===== config.mk =====
export PLATFORM = sky130hd
export DESIGN_NAME = fcts_controller
export DESIGN_NICKNAME = d
export VERILOG_FILES = /design/src/hdl/fcts_pkg.sv /design/src/hdl/fcts_controller.sv
export SDC_FILE = /design/constraint.sdc
export NUM_CORES = 1
export LEC_CHECK = 0
export BUFFER_PORTS_ARGS = -buffer_cell sky130_fd_sc_hd__buf_2
export CELL_PAD_IN_SITES_DETAIL_PLACEMENT = 0
export CELL_PAD_IN_SITES_GLOBAL_PLACEMENT = 1
export CORE_MARGIN = 3
export CORE_UTILIZATION = 32
export DETAILED_ROUTE_END_ITERATION = 8
export PLACE_DENSITY = 0.72
export SETUP_SLACK_MARGIN = 0.5
export SYNTH_ARGS = -nofsm -noshare
export SYNTH_HDL_FRONTEND = slang
export SYNTH_SLANG_ARGS = --single-unit

===== constraint.sdc =====
create_clock -name clock -period 2 [get_ports clock]
set_input_delay 0.4 -clock clock [delete_from_list [all_inputs] [get_ports clock]]
set_output_delay 0.4 -clock clock [all_outputs]
set_load 0.01 [all_outputs]

===== src/hdl/fcts_pkg.sv =====
package fcts_pkg;

   localparam int SEC_IDX_W  = 5;
   localparam int TAP_W      = 5;
   localparam int ORD_W      = 2;
   localparam int CSR_IDX_W  = 1;
   localparam int CSR_DATA_W = 5;

   typedef enum logic [CSR_IDX_W-1:0] {
      CSR_TAP_STAGE_COUNT      = 1'b0,
      CSR_COEFFICIENT_ORDERING = 1'b1
   } csr_index_type;

   localparam logic [ORD_W-1:0] ORD_INTERLEAVED = 2'd0;
   localparam logic [ORD_W-1:0] ORD_DESCENDING  = 2'd1;
   localparam logic [ORD_W-1:0] ORD_ASCENDING   = 2'd2;

   localparam logic [TAP_W-1:0] TAP_RESET = 5'd16;
   localparam logic [ORD_W-1:0] ORD_RESET = ORD_INTERLEAVED;

   typedef logic signed [15:0] coef_type;
   typedef logic [3:0]         rank_type;
   typedef logic [15:0]        scale_type;

   // Q2.14 c0 of each coefficient rank; rank zero has no s1 term.
   localparam coef_type RANK_C0 [16] = '{
      16'sd16384,  16'sd32138,  16'sd30274,  16'sd27246,
      16'sd23170,  16'sd18205,  16'sd12540,  16'sd6393,
      16'sd0,     -16'sd6393,  -16'sd12540, -16'sd18205,
     -16'sd23170, -16'sd27246, -16'sd30274, -16'sd32138
   };

   localparam rank_type PLACE_INTERLEAVED [16] = '{
      4'd8, 4'd1, 4'd15, 4'd2, 4'd14, 4'd3, 4'd13, 4'd4,
      4'd12, 4'd5, 4'd11, 4'd6, 4'd10, 4'd7, 4'd9, 4'd0
   };

   // Q0.16 output gain of roughly one over twice the tap count, by tap count.
   localparam scale_type SCALE [33] = '{
      16'd0,    16'd32768, 16'd16384, 16'd10923, 16'd8192, 16'd6554, 16'd5461,
      16'd4681, 16'd4096,  16'd3641,  16'd3277,  16'd2979, 16'd2731, 16'd2521,
      16'd2341, 16'd2185,  16'd2048,  16'd1928,  16'd1820, 16'd1725, 16'd1638,
      16'd1560, 16'd1489,  16'd1425,  16'd1365,  16'd1311, 16'd1260, 16'd1214,
      16'd1170, 16'd1130,  16'd1092,  16'd1057,  16'd1024
   };

   function automatic rank_type rank_of(logic [ORD_W-1:0] ord, logic [3:0] pos);
      rank_type r;
      case (ord)
         ORD_DESCENDING: r = ~pos;
         ORD_ASCENDING:  r = pos;
         default:        r = PLACE_INTERLEAVED[pos];
      endcase
      return r;
   endfunction

   typedef struct packed {
      logic                 load_in;
      logic                 run;
      logic                 mul;
      logic                 load_out;
      logic [SEC_IDX_W-1:0] sec;
      logic [SEC_IDX_W-1:0] rd_addr;
   } cmd_type;

   typedef struct packed {
      logic taps_zero;
      logic last;
   } status_type;

endpackage


===== src/hdl/fcts_controller.sv =====
module fcts_controller (
   input  logic                 clock,
   input  logic                 reset,
   input  logic                 req_valid,
   output logic                 req_ready,
   output logic                 rsp_valid,
   input  logic                 rsp_ready,
   output fcts_pkg::cmd_type    cmd,
   input  fcts_pkg::status_type status
);
   import fcts_pkg::*;

   typedef enum logic [1:0] {
      ST_IDLE,
      ST_RUN,
      ST_MUL,
      ST_DONE
   } state_type;

   state_type            state_ff, state_in;
   logic [SEC_IDX_W-1:0] sec_ff, sec_in;
   logic                 rsp_valid_ff, rsp_valid_in;
   logic                 accept;

   assign req_ready = (state_ff == ST_IDLE);
   assign accept    = req_valid && req_ready;
   assign rsp_valid = rsp_valid_ff;

   always_comb begin
      state_in     = state_ff;
      sec_in       = sec_ff;
      rsp_valid_in = rsp_valid_ff && !rsp_ready;
      cmd          = '0;
      cmd.sec      = sec_ff;
      case (state_ff)
         ST_IDLE: begin
            cmd.rd_addr = '0;
            if (accept) begin
               cmd.load_in = 1'b1;
               sec_in      = '0;
               state_in    = status.taps_zero ? ST_DONE : ST_RUN;
            end
         end
         ST_RUN: begin
            cmd.run     = 1'b1;
            cmd.rd_addr = sec_ff + 1'b1;
            sec_in      = sec_ff + 1'b1;
            if (status.last) begin
               state_in = ST_MUL;
            end
         end
         ST_MUL: begin
            cmd.mul  = 1'b1;
            state_in = ST_DONE;
         end
         ST_DONE: begin
            if (!rsp_valid_ff || rsp_ready) begin
               cmd.load_out = 1'b1;
               rsp_valid_in = 1'b1;
               state_in     = ST_IDLE;
            end
         end
         default: begin
            state_in = ST_IDLE;
         end
      endcase
   end

   always_ff @(posedge clock) begin
      if (reset) begin
         state_ff     <= ST_IDLE;
         sec_ff       <= '0;
         rsp_valid_ff <= 1'b0;
      end else begin
         state_ff     <= state_in;
         sec_ff       <= sec_in;
         rsp_valid_ff <= rsp_valid_in;
      end
   end

endmodule


==> Yosys cells after proc, flatten, opt, wreduce, memory -nomap -nowiden <==
Index checks and enable logic that the tools add are counted.
{ "totals": {"regBits": 8, "wordCells": 35} }
{ "op_classes": {"add_sub_neg": 1, "eq_ne": 6, "n_mux": 16, "n_reduce_logical": 9} }
{ "op_table": {"columns": ["cell", "n"], "rows": [
  ["5-bit two-way mux", 2],
  ["5-bit one-hot mux with 2 select lines", 1],
  ["1-bit two-way mux", 8],
  ["2-bit two-way mux", 4],
  ["2-bit one-hot mux with 4 select lines", 1],
  ["5-bit by 1-bit adder with 5-bit output, second input constant", 1],
  ["2-bit == test, second input constant", 2],
  ["2-bit inequality test, second input constant", 2],
  ["3-bit AND reduction", 1],
  ["2-bit by 1-bit == test with 1-bit output, second input constant", 1],
  ["1-bit logical AND", 2],
  ["1-bit logical NOT", 2],
  ["2-bit logical NOT", 1],
  ["2-bit by 1-bit inequality test with 1-bit output, second input constant", 1],
  ["2-bit AND reduction", 1],
  ["2-bit nonzero test", 1],
  ["1-bit logical OR", 1]
]} }

==> Depth between registers and ports, before layout <==
Gate-level depths: netlist of run 1.
{ "logic_depth": {"depth_word": 4, "depth_mapped": 6} }

==> Least setup slack after synthesis of run 1 <==
OpenSTA, ideal clock, no wires.
{ "synth_path": {"path_kind": "reg2reg", "start": "reg state_ff[0]", "end": "reg sec_ff[3]", "setup_ps": 74, "t_arrival_ps": 1468, "required_time_ps": 1926, "setup_slack_ps": 458, "path_stages_with_launch": 6, "n_path_buf": 0, "path_cell_list": "dfxtp_1 > inv_1 > ha_1 > nor2b_4 > or4b_1 > a31oi_1"} }
{ "synth_between": {"elab_chain_cells": 4, "word_cells_on_any_way": 7, "classes_between": "eq/ne: 2; mux: 1; reduce/logical: 4"} }
{ "synth_rtl": {"columns": ["element", "line", "source"], "rows": [
  ["start, declared", "fcts_controller.sv:20", "state_type state_ff, state_in;"],
  ["start signal, assigned", "fcts_controller.sv:75", "state_ff <= state_in;"],
  ["2-bit logical NOT (*)", "fcts_controller.sv:25", "assign req_ready = (state_ff == ST_IDLE);"],
  ["via req_ready", "fcts_controller.sv:5", "output logic req_ready,"],
  ["1-bit logical AND", "fcts_controller.sv:26", "assign accept = req_valid && req_ready;"],
  ["2-bit by 1-bit inequality test with 1-bit output (no line)", null, null],
  ["2-bit AND reduction (no line)", null, null],
  ["end signal, assigned", "fcts_controller.sv:76", "sec_ff <= sec_in;"],
  ["end, declared", "fcts_controller.sv:21", "logic [SEC_IDX_W-1:0] sec_ff, sec_in;"]
]} }
The timed path passes the listed nets; every way through them passes the cells marked *.
A chain may end at the register's enable or synchronous reset.

==> results.cfg, run 1 <==
[finish]
fin_nets = 109
n_antenna_cell = 0
syn2layout_area_growth_pct = 71.2
multi_input_area_um2 = 468
stdcell_area_um2 = 930
fillers = 137
layout-drive-gt1-share_pct = 60.4
seqCellArea_um2 = 178

[floorplan]
fp.dieW_um = 47.2
core_mm2 = 0.00156
rows = 14
start_util_pct = 34.8
design.die.area_mm2 = 0.00223
ioPinCount = 22
die_y_um = 47.2

[timing]
hold_viol = 0
fmax_mhz = 607
min_period_over_period_pct = 82.3
rsz0062_at_grt = true
finalSetupTns_ps = 0
slew_headroom_pct = 84.4
layout_min_cycle_time_ps = 1650
max_slew.worst_pin.slew_ps = 229
clock_skew_ps = 7.60
timing.final.ws_setup_ps = 354
finalMaxSlewViolations = 0
holdWs_ps = 422
setup_viol = 0

[setup_path]
critical_path_required_ps = 1600
critical_path.max_fanout = 3
crit_type = reg -> out
end_kind = primary output
crit_arrival_ps = 1250
critPathLaunchType = flop

[global_routing]
globalRouteTotalUtil_pct = 13.8
grt_first_pass_wirelength_mm = 2.08
grt_pass1_vias = 456
antenna_found_initial = 0
grt_overflow = 0
grt_max_degree = 10

[detailed_routing]
ant_nets = 0
dr_total_vias = 576
drtIter0Drc = 8
dr.pass1.iters = 4
wl_per_cell_um = 12.6
viasPerCell = 5.14
wirelength_mm = 1.41
drc = 0

[clock_network]
tritoncts = done
insertion_delay_ps = 250
cts_buffer_depth = 2
clk_pin_slew_ps = 60
cts.hold.buffers_added = 0
numCtsBuffers = 3
htreeDepth = 1
ctsRootBufferMaster = clkbuf_4
cts.sinks = 8

[pwr]
powerDensity_mw_per_mm2 = 1250
irDropWorstVdd_mv = 0.763
p_leak_nw = 0.415

[logic_synthesis]
syn_nets = 72
synth.avg_cell_area_um2 = 8.90
synth_area_um2 = 543
ys_ff_latch = 8
synth_cell_types = 24
syn_inst = 61
ys_seq_area_share_pct = 29.5
synth.yosys.warnings = 0

[place]
preCtsSetupSlack_ps = 452
globalplace.congestion = 0.748
hpwlAfterDp_um = 895
placed_cell_area_um2 = 658
io_buffers = 21

[worst_hold_path]
worstHoldPathType = in -> reg

[status]
outcome = finished clean

[flow_run]
cap_violations = 0
==> final cells by class <==
class	instances	area share [%]
well taps	16	2.15
clock buffers	3	2.42
flip-flops and latches	8	19.1
multi-input cells	49	50.3
inverters	2	1.35
repair buffers	34	24.6
==> kinds of logic after synthesis <==
logic type	synth area share (%)
flip-flops	29.5
AO/OA/AOI/OAI	13.8
AND/OR/NAND/NOR	34.6
XOR/XNOR	3.23
multiplexers	3.69
adder cells (fa/ha/maj)	11.5
buffers and inverters	3.69
==> metrics by stage <==
| step | total power, W | utilization [%] | instances |
|---|---|---|---|
| global placement | 0.000673 | 42.2 | 96 |
| finish | 0.00116 | 59.6 | 112 |
| global route | 0.00125 | 59.6 | 112 |
| detailed placement | 0.000669 | 42.2 | 96 |
| floorplan | 0.000543 | - | 61 |
| CTS | 0.00103 | 53.9 | 107 |
==> flip-flops by register name, summed over array words and instances, names as in the netlist <==
signal,cells
rsp_valid,1
sec_ff,5
state_ff,2
==> worst paths after layout <==
kind	start	end	slack, ps	depth (start not counted)
worst max-delay path	sec_ff[0]	cmd[2]	350	4
worst min-delay path	reset	sec_ff[3]	420	2
worst max register to register	state_ff[0]	sec_ff[3]	570	5
worst min register to register	sec_ff[3]	sec_ff[3]	530	2
==> report_power, final <==
| group | internal (W) | total (W) | switching (W) |
|---|---|---|---|
| logic | 0.000432 | 0.000773 | 0.000341 |
| clock network | 0.0000688 | 0.000125 | 0.0000561 |
| registers | 0.000210 | 0.000267 | 0.0000573 |
| total | 0.000710 | 0.00116 | 0.000454 |
==> layer usage <==
| layer | vias up | global-route usage [%] | routed length, µm |
|---|---|---|---|
| met3 | 0 | 6.90 | 77 |
| li1 | 288 | - | - |
| met5 | - | 0 | 0 |
| met2 | 13 | 24.1 | 759 |
| met4 | 0 | 1.66 | 0 |
| met1 | 275 | 15.6 | 575 |
==> cell usage in the layout (no fill, tap or decap), types with 2 or more instances in the layout <==
| master | netlist | layout |
|---|---|---|
| a22oi_1 | 2 | 2 |
| a311oi_1 | 2 | 2 |
| a31oi_1 | 4 | 4 |
| and2_1 | 5 | 4 |
| buf_2 | 0 | 18 |
| buf_4 | 1 | 11 |
| buf_6 | 0 | 5 |
| clkbuf_4 | 0 | 3 |
| dfxtp_1 | 8 | 2 |
| dfxtp_2 | 0 | 2 |
| dfxtp_4 | 0 | 4 |
| ha_4 | 0 | 4 |
| inv_4 | 0 | 2 |
| nand2_1 | 2 | 2 |
| nand2b_1 | 3 | 2 |
| nand3_1 | 2 | 2 |
| nand3_4 | 0 | 2 |
| nand3b_1 | 2 | 2 |
| nor2_1 | 5 | 5 |
| nor2b_1 | 4 | 2 |
| nor2b_4 | 1 | 2 |
| or4b_1 | 2 | 2 |
==> cells in the mapped netlist (all sizes together) <==
cell type  count  share of area, %
buf            1               1.4
nor2           5               3.5
nand2b         3               3.5
o21a           1               1.4
clkbuf         1              0.92
nand3          4               5.5
inv            2               1.4
a21oi          1              0.92
dfxtp          8                29
and2           5               5.8
or4b           2               3.7
nand2          2               1.4
mux2i          2               3.7
ha             5                12
xnor2          2               3.2
a22oi          2               2.8
nand3b         2               2.8
and2b          1               1.4
o21ai          1              0.92
a311oi         2               3.2
a31oi          4               4.6
nor2b          5               7.1
==> timing repair <==
action	CTS	global route
endpoints found under the setup margin	11	15
pin swaps	5	4
resized for setup	26	10
buffers inserted	8	5
hold endpoints to repair	0	0
==> worst max-delay path: stages, from the launching register on <==
cell     delay [ps]
dfxtp_4         350
ha_4            170
and2b_1         170
o21a_1          170
buf_2           130
Power figures use the tool's default switching activity.
==> run 2: changes to the inputs <==
CORE_UTILIZATION = 29   (was 32)
PLACE_DENSITY = 0.69   (was 0.72)
clock period = 1.5 ns   (was 2 ns; I/O delays follow)
==> run 2 against run 1 <==
Effect of this change:
- the flow now finishes with violations (negative setup slack)
- cell area rose by 27%
- clock power increased by 46%
- clock-buffer cell count grew 1
- via count grew 11%
- largest power group unchanged
- total power increased by 67%
- non-clock buffer count is 12 higher
- critical path depth did not move
==> results.cfg, run 2 (synthesis results as in run 1) <==
[floorplan]
core_mm2 = 0.00175
fp.dieW_um = 49.3
design.die.area_mm2 = 0.00243
die_y_um = 49.3
rows = 15
start_util_pct = 31.1
ioPinCount = 22

[clock_network]
tritoncts = done
insertion_delay_ps = 260
numCtsBuffers = 3
cts_buffer_depth = 2
cts.hold.buffers_added = 0
ctsRootBufferMaster = clkbuf_4
cts.sinks = 8
clk_pin_slew_ps = 60
htreeDepth = 1

[place]
preCtsSetupSlack_ps = 84.4
placed_cell_area_um2 = 717
hpwlAfterDp_um = 909
io_buffers = 21
globalplace.congestion = 0.763

[timing]
holdWs_ps = 324
timing.final.ws_setup_ps = -39.8
finalMaxSlewViolations = 0
min_period_over_period_pct = 103
hold_viol = 0
setup_viol = 4
layout_min_cycle_time_ps = 1540
clock_skew_ps = 6.21
rsz0062_at_grt = true
max_slew.worst_pin.slew_ps = 230
finalSetupTns_ps = -88.9
slew_headroom_pct = 84.6
fmax_mhz = 649

[pwr]
power_w = 0.00195
powerDensity_mw_per_mm2 = 1650
irDropWorstVdd_mv = 0.983
p_leak_nw = 0.504

[finish]
layout_commonest_cell = buf_6
layout-drive-gt1-share_pct = 75.2
fin_nets = 121
stdcell_area_mm2 = 0.00118
n_antenna_cell = 0
regMostFlops = sec_ff
largest_register_ffs = 5
mostFrequentLayoutCells = 23 x buf_6, 15 x buf_4, 8 x buf_2
syn2layout_area_growth_pct = 117

[detailed_routing]
dr_total_vias = 639
ant_nets = 0
drc = 0
dr.pass1.iters = 4
drtIter0Drc = 4
viasPerCell = 4.77
wirelength_mm = 1.69
wl_per_cell_um = 12.6

[setup_path]
critical_path.max_fanout = 3
cp-startpoint = sec_ff[0]
regToRegSetupSlack_ps = -10
rr_endpoint = sec_ff[4]
end_kind = primary output
reg2regPathDepth = 6
r2r_start = state_ff[1]
crit_arrival_ps = 1240
crit_type = reg -> out
critPathLaunchType = flop
critical_path_required_ps = 1200

[global_routing]
grt_overflow = 0
met2_usage_pct = 24.8
grt_max_degree = 10
grt_busiest_layer = met2
use_met3_pct = 6.73
use_met1_pct = 13.7
globalRouteTotalUtil_pct = 13.4
grt_first_pass_wirelength_mm = 2.50
antenna_found_initial = 0
grt_pass1_vias = 586

[worst_hold_path]
hold_path_end = rsp_valid
worstHoldPathType = in -> reg
holdPathStages = 2
hp-start = reset

[status]
violations = negative setup slack
outcome = finished with violations

[flow_run]
cap_violations = 0
[run 2: changes by cell type in the layout (fill, tap and decap cells not counted), moves of 2 or more]
cell	change
and2_4	+2
dfxtp_4	+2
buf_6	+18
a311oi_1	-2
a22oi_1	-2
and2_1	-2
a311oi_2	+2
buf_2	-10
buf_4	+4
a22oi_2	+2
dfxtp_1	-2
[run 2: critical path, cell delays in order, from the launching register on]
cell,delay (ps)
dfxtp_4,360
ha_4,170
and2b_1,160
o21a_1,160
buf_2,130
[run 2: worst max-delay path by stage]
stage | slack [ps] | cells after the start | end
floorplan | 130 | 5 | sec_ff[3]
global placement | 70 | 5 | state_ff[1]
detailed placement | 80 | 5 | sec_ff[3]
CTS | -60 | 4 | cmd[2]
global route | -100 | 4 | cmd[2]
finish | -40 | 4 | cmd[2]
[run 2: what timing repair did]
action / CTS / global route
resized for setup: 44 / 14
setup endpoints to repair: 23 / 24
pin swaps: 13 / 11
setup buffers: 17 / 7
[run 2: layout make-up]
type	instances	area (µm²)
Clock buffer	4	26.3
Sequential cell	8	185
Inverter	2	10.0
Fill cell	131	569
Timing Repair Buffer	46	412
Tap cell	25	31.3
Multi-Input combinational cell	49	512
[run 2: per-stage QoR]
stage               instances  util, %
floorplan                  61        -
global placement          106     41.1
detailed placement        106     41.1
CTS                       127     60.9
global route              134     67.4
finish                    134     67.4
[run 2: metal layers]
metal  vias to the layer above  part of all wire, %
met2                        17                   53
met3                         0                  5.9
li1                        317                    -
met1                       305                   41
met4                         0                    0
met5                         -                    0
[run 2: power breakdown]
part	switching, W	internal (W)
clock network	0.0000795	0.000102
registers	0.0000685	0.000270
logic	0.000580	0.000846
==> run 3: changes to the inputs <==
CORE_MARGIN = unset   (was 3)
SKIP_LAST_GASP = 1   (was unset)
==> run 3 against run 2 <==
Effect of this change:
- combinational power about the same
- non-clock buffer count decreased by 2
- critical path type unchanged
- register-to-register slack improved by 50 ps
- sequential share of layout area increased by 0.23 points
- worst hold slack got worse by 7.8 ps
- the flow still finishes with violations (negative setup slack)
- die area decreased by 16%
- fmax decreased by 0.84%
- critical endpoint is now cmd[4]
- total power increased by 2.8%
- via count decreased by 2.7%
- critical path depth increased by 1
- first-iteration DRC count increased by 25%
==> results.cfg, run 3 (synthesis results as in run 1) <==
[floorplan]
fp.dieW_um = 45.3
start_util_pct = 31.1
rows = 15
die_y_um = 45.3
design.die.area_mm2 = 0.00205
ioPinCount = 22
core_mm2 = 0.00175

[detailed_routing]
viasPerCell = 4.71
ant_nets = 0
drc = 0
dr_total_vias = 622
dr.pass1.iters = 4
wirelength_mm = 1.73
drtIter0Drc = 5
wl_per_cell_um = 13.1

[global_routing]
antenna_found_initial = 0
grt_pass1_vias = 558
globalRouteTotalUtil_pct = 17.4
grt_overflow = 0
grt_first_pass_wirelength_mm = 2.47
grt_max_degree = 10

[timing]
clock_skew_ps = 3.92
finalMaxSlewViolations = 0
timing.final.ws_setup_ps = -52.9
min_period_over_period_pct = 104
setup_viol = 3
layout_min_cycle_time_ps = 1550
max_slew.worst_pin.slew_ps = 238
fmax_mhz = 644
rsz0062_at_grt = true
finalSetupTns_ps = -103
slew_headroom_pct = 84.1
hold_viol = 0

[clock_network]
tritoncts = done
cts.sinks = 8
insertion_delay_ps = 270
ctsRootBufferMaster = clkbuf_4
htreeDepth = 1
cts_buffer_depth = 2
numCtsBuffers = 3
clk_pin_slew_ps = 60

[finish]
layout-drive-gt1-share_pct = 74.8
mostFrequentLayoutCells = 24 x buf_6, 12 x buf_4, 8 x buf_2
utilization_pct = 67.3
n_antenna_cell = 0
syn2layout_area_growth_pct = 116
fin_cells = 132
largest_register_ffs = 5
fillers = 135
stdcell_area_mm2 = 0.00117
fin_nets = 119
layout_commonest_cell = buf_6
multi_input_area_um2 = 517
seqCellArea_um2 = 188
regMostFlops = sec_ff

[setup_path]
critPathLaunchType = flop
critical_path_required_ps = 1200
slowest_stage = dfxtp_4
crit_arrival_ps = 1250
end_kind = primary output
critical_path.max_fanout = 3
crit_path_max_incr_delay_ps = 360
crit_chain = ha_4 -> nand3_4 -> xnor2_2 -> and2_1 -> buf_2
reg2regPathDepth = 5
crit_type = reg -> out

[worst_hold_path]
holdPathStages = 2
worstHoldPathType = in -> reg

[place]
io_buffers = 21
globalplace.congestion = 0.719
placed_cell_area_um2 = 717
hpwlAfterDp_um = 885
dpl.cell_count = 106

[status]
violations = negative setup slack
outcome = finished with violations

[flow_run]
cap_violations = 0

[pwr]
powerDensity_mw_per_mm2 = 1700
p_leak_nw = 0.501
irDropWorstVdd_mv = 1.13
[run 3: layer usage]
| layer | up-vias | routed length (µm) | GRT usage [%] |
|---|---|---|---|
| li1 | 306 | - | - |
| met1 | 294 | 713 | 19.2 |
| met2 | 17 | 914 | 30.1 |
| met3 | 5 | 81 | 6.00 |
| met4 | 0 | 21 | 7.27 |
| met5 | - | 0 | 0 |
[run 3: worst max-delay path, delay by kind of cell (launching register included)]
kind / cells / cell delay, ps
buffers and inverters: 1 / 130
AND/OR/NAND/NOR: 2 / 210
flip-flops: 1 / 360
adder cells (fa/ha/maj): 1 / 150
XOR/XNOR: 1 / 120
[run 3: path summary, 6_finish.rpt]
| path | from | to | slack (ps) |
|---|---|---|---|
| worst min-delay path | reset | rsp_valid | 320 |
| worst min register to register | sec_ff[4] | sec_ff[4] | 550 |
| worst max-delay path | sec_ff[0] | cmd[4] | -50 |
| worst max register to register | state_ff[0] | sec_ff[4] | 40 |
[run 3: stage by stage]
| step | power (W) | setup WS [ps] | hold WS (ps) |
|---|---|---|---|
| floorplan | 0.000817 | 132 | 501 |
| global placement | 0.000991 | 71.4 | 520 |
| detailed placement | 0.00101 | 89.2 | 521 |
| CTS | 0.00174 | -65.6 | 296 |
| global route | 0.00210 | -118 | 321 |
| finish | 0.00200 | -52.9 | 316 |
[run 3: report_power, final]
| part | leakage [nW] | switching (W) | total [W] | internal, W |
|---|---|---|---|---|
| clock | 0.0150 | 0.0000877 | 0.000190 | 0.000103 |
| sequential | 0.0708 | 0.0000790 | 0.000355 | 0.000276 |
| combinational | 0.415 | 0.000596 | 0.00146 | 0.000860 |
[run 3: final cells by class]
| type | count | share of cell area [%] |
|---|---|---|
| Multi-Input combinational cell | 49 | 44.0 |
| Timing Repair Buffer | 44 | 34.1 |
| Clock buffer | 4 | 2.24 |
| Tap cell | 25 | 2.66 |
| Inverter | 2 | 1.06 |
| Sequential cell | 8 | 16.0 |
[run 3: what timing repair did]
item | CTS | global route
buffers inserted | 17 | 5
gates resized for setup | 45 | 16
endpoints found under the hold margin | 0 | 0
endpoints found under the setup margin | 23 | 24
pin swaps | 10 | 10
cloned | 0 | 0
hold buffers | 0 | 0
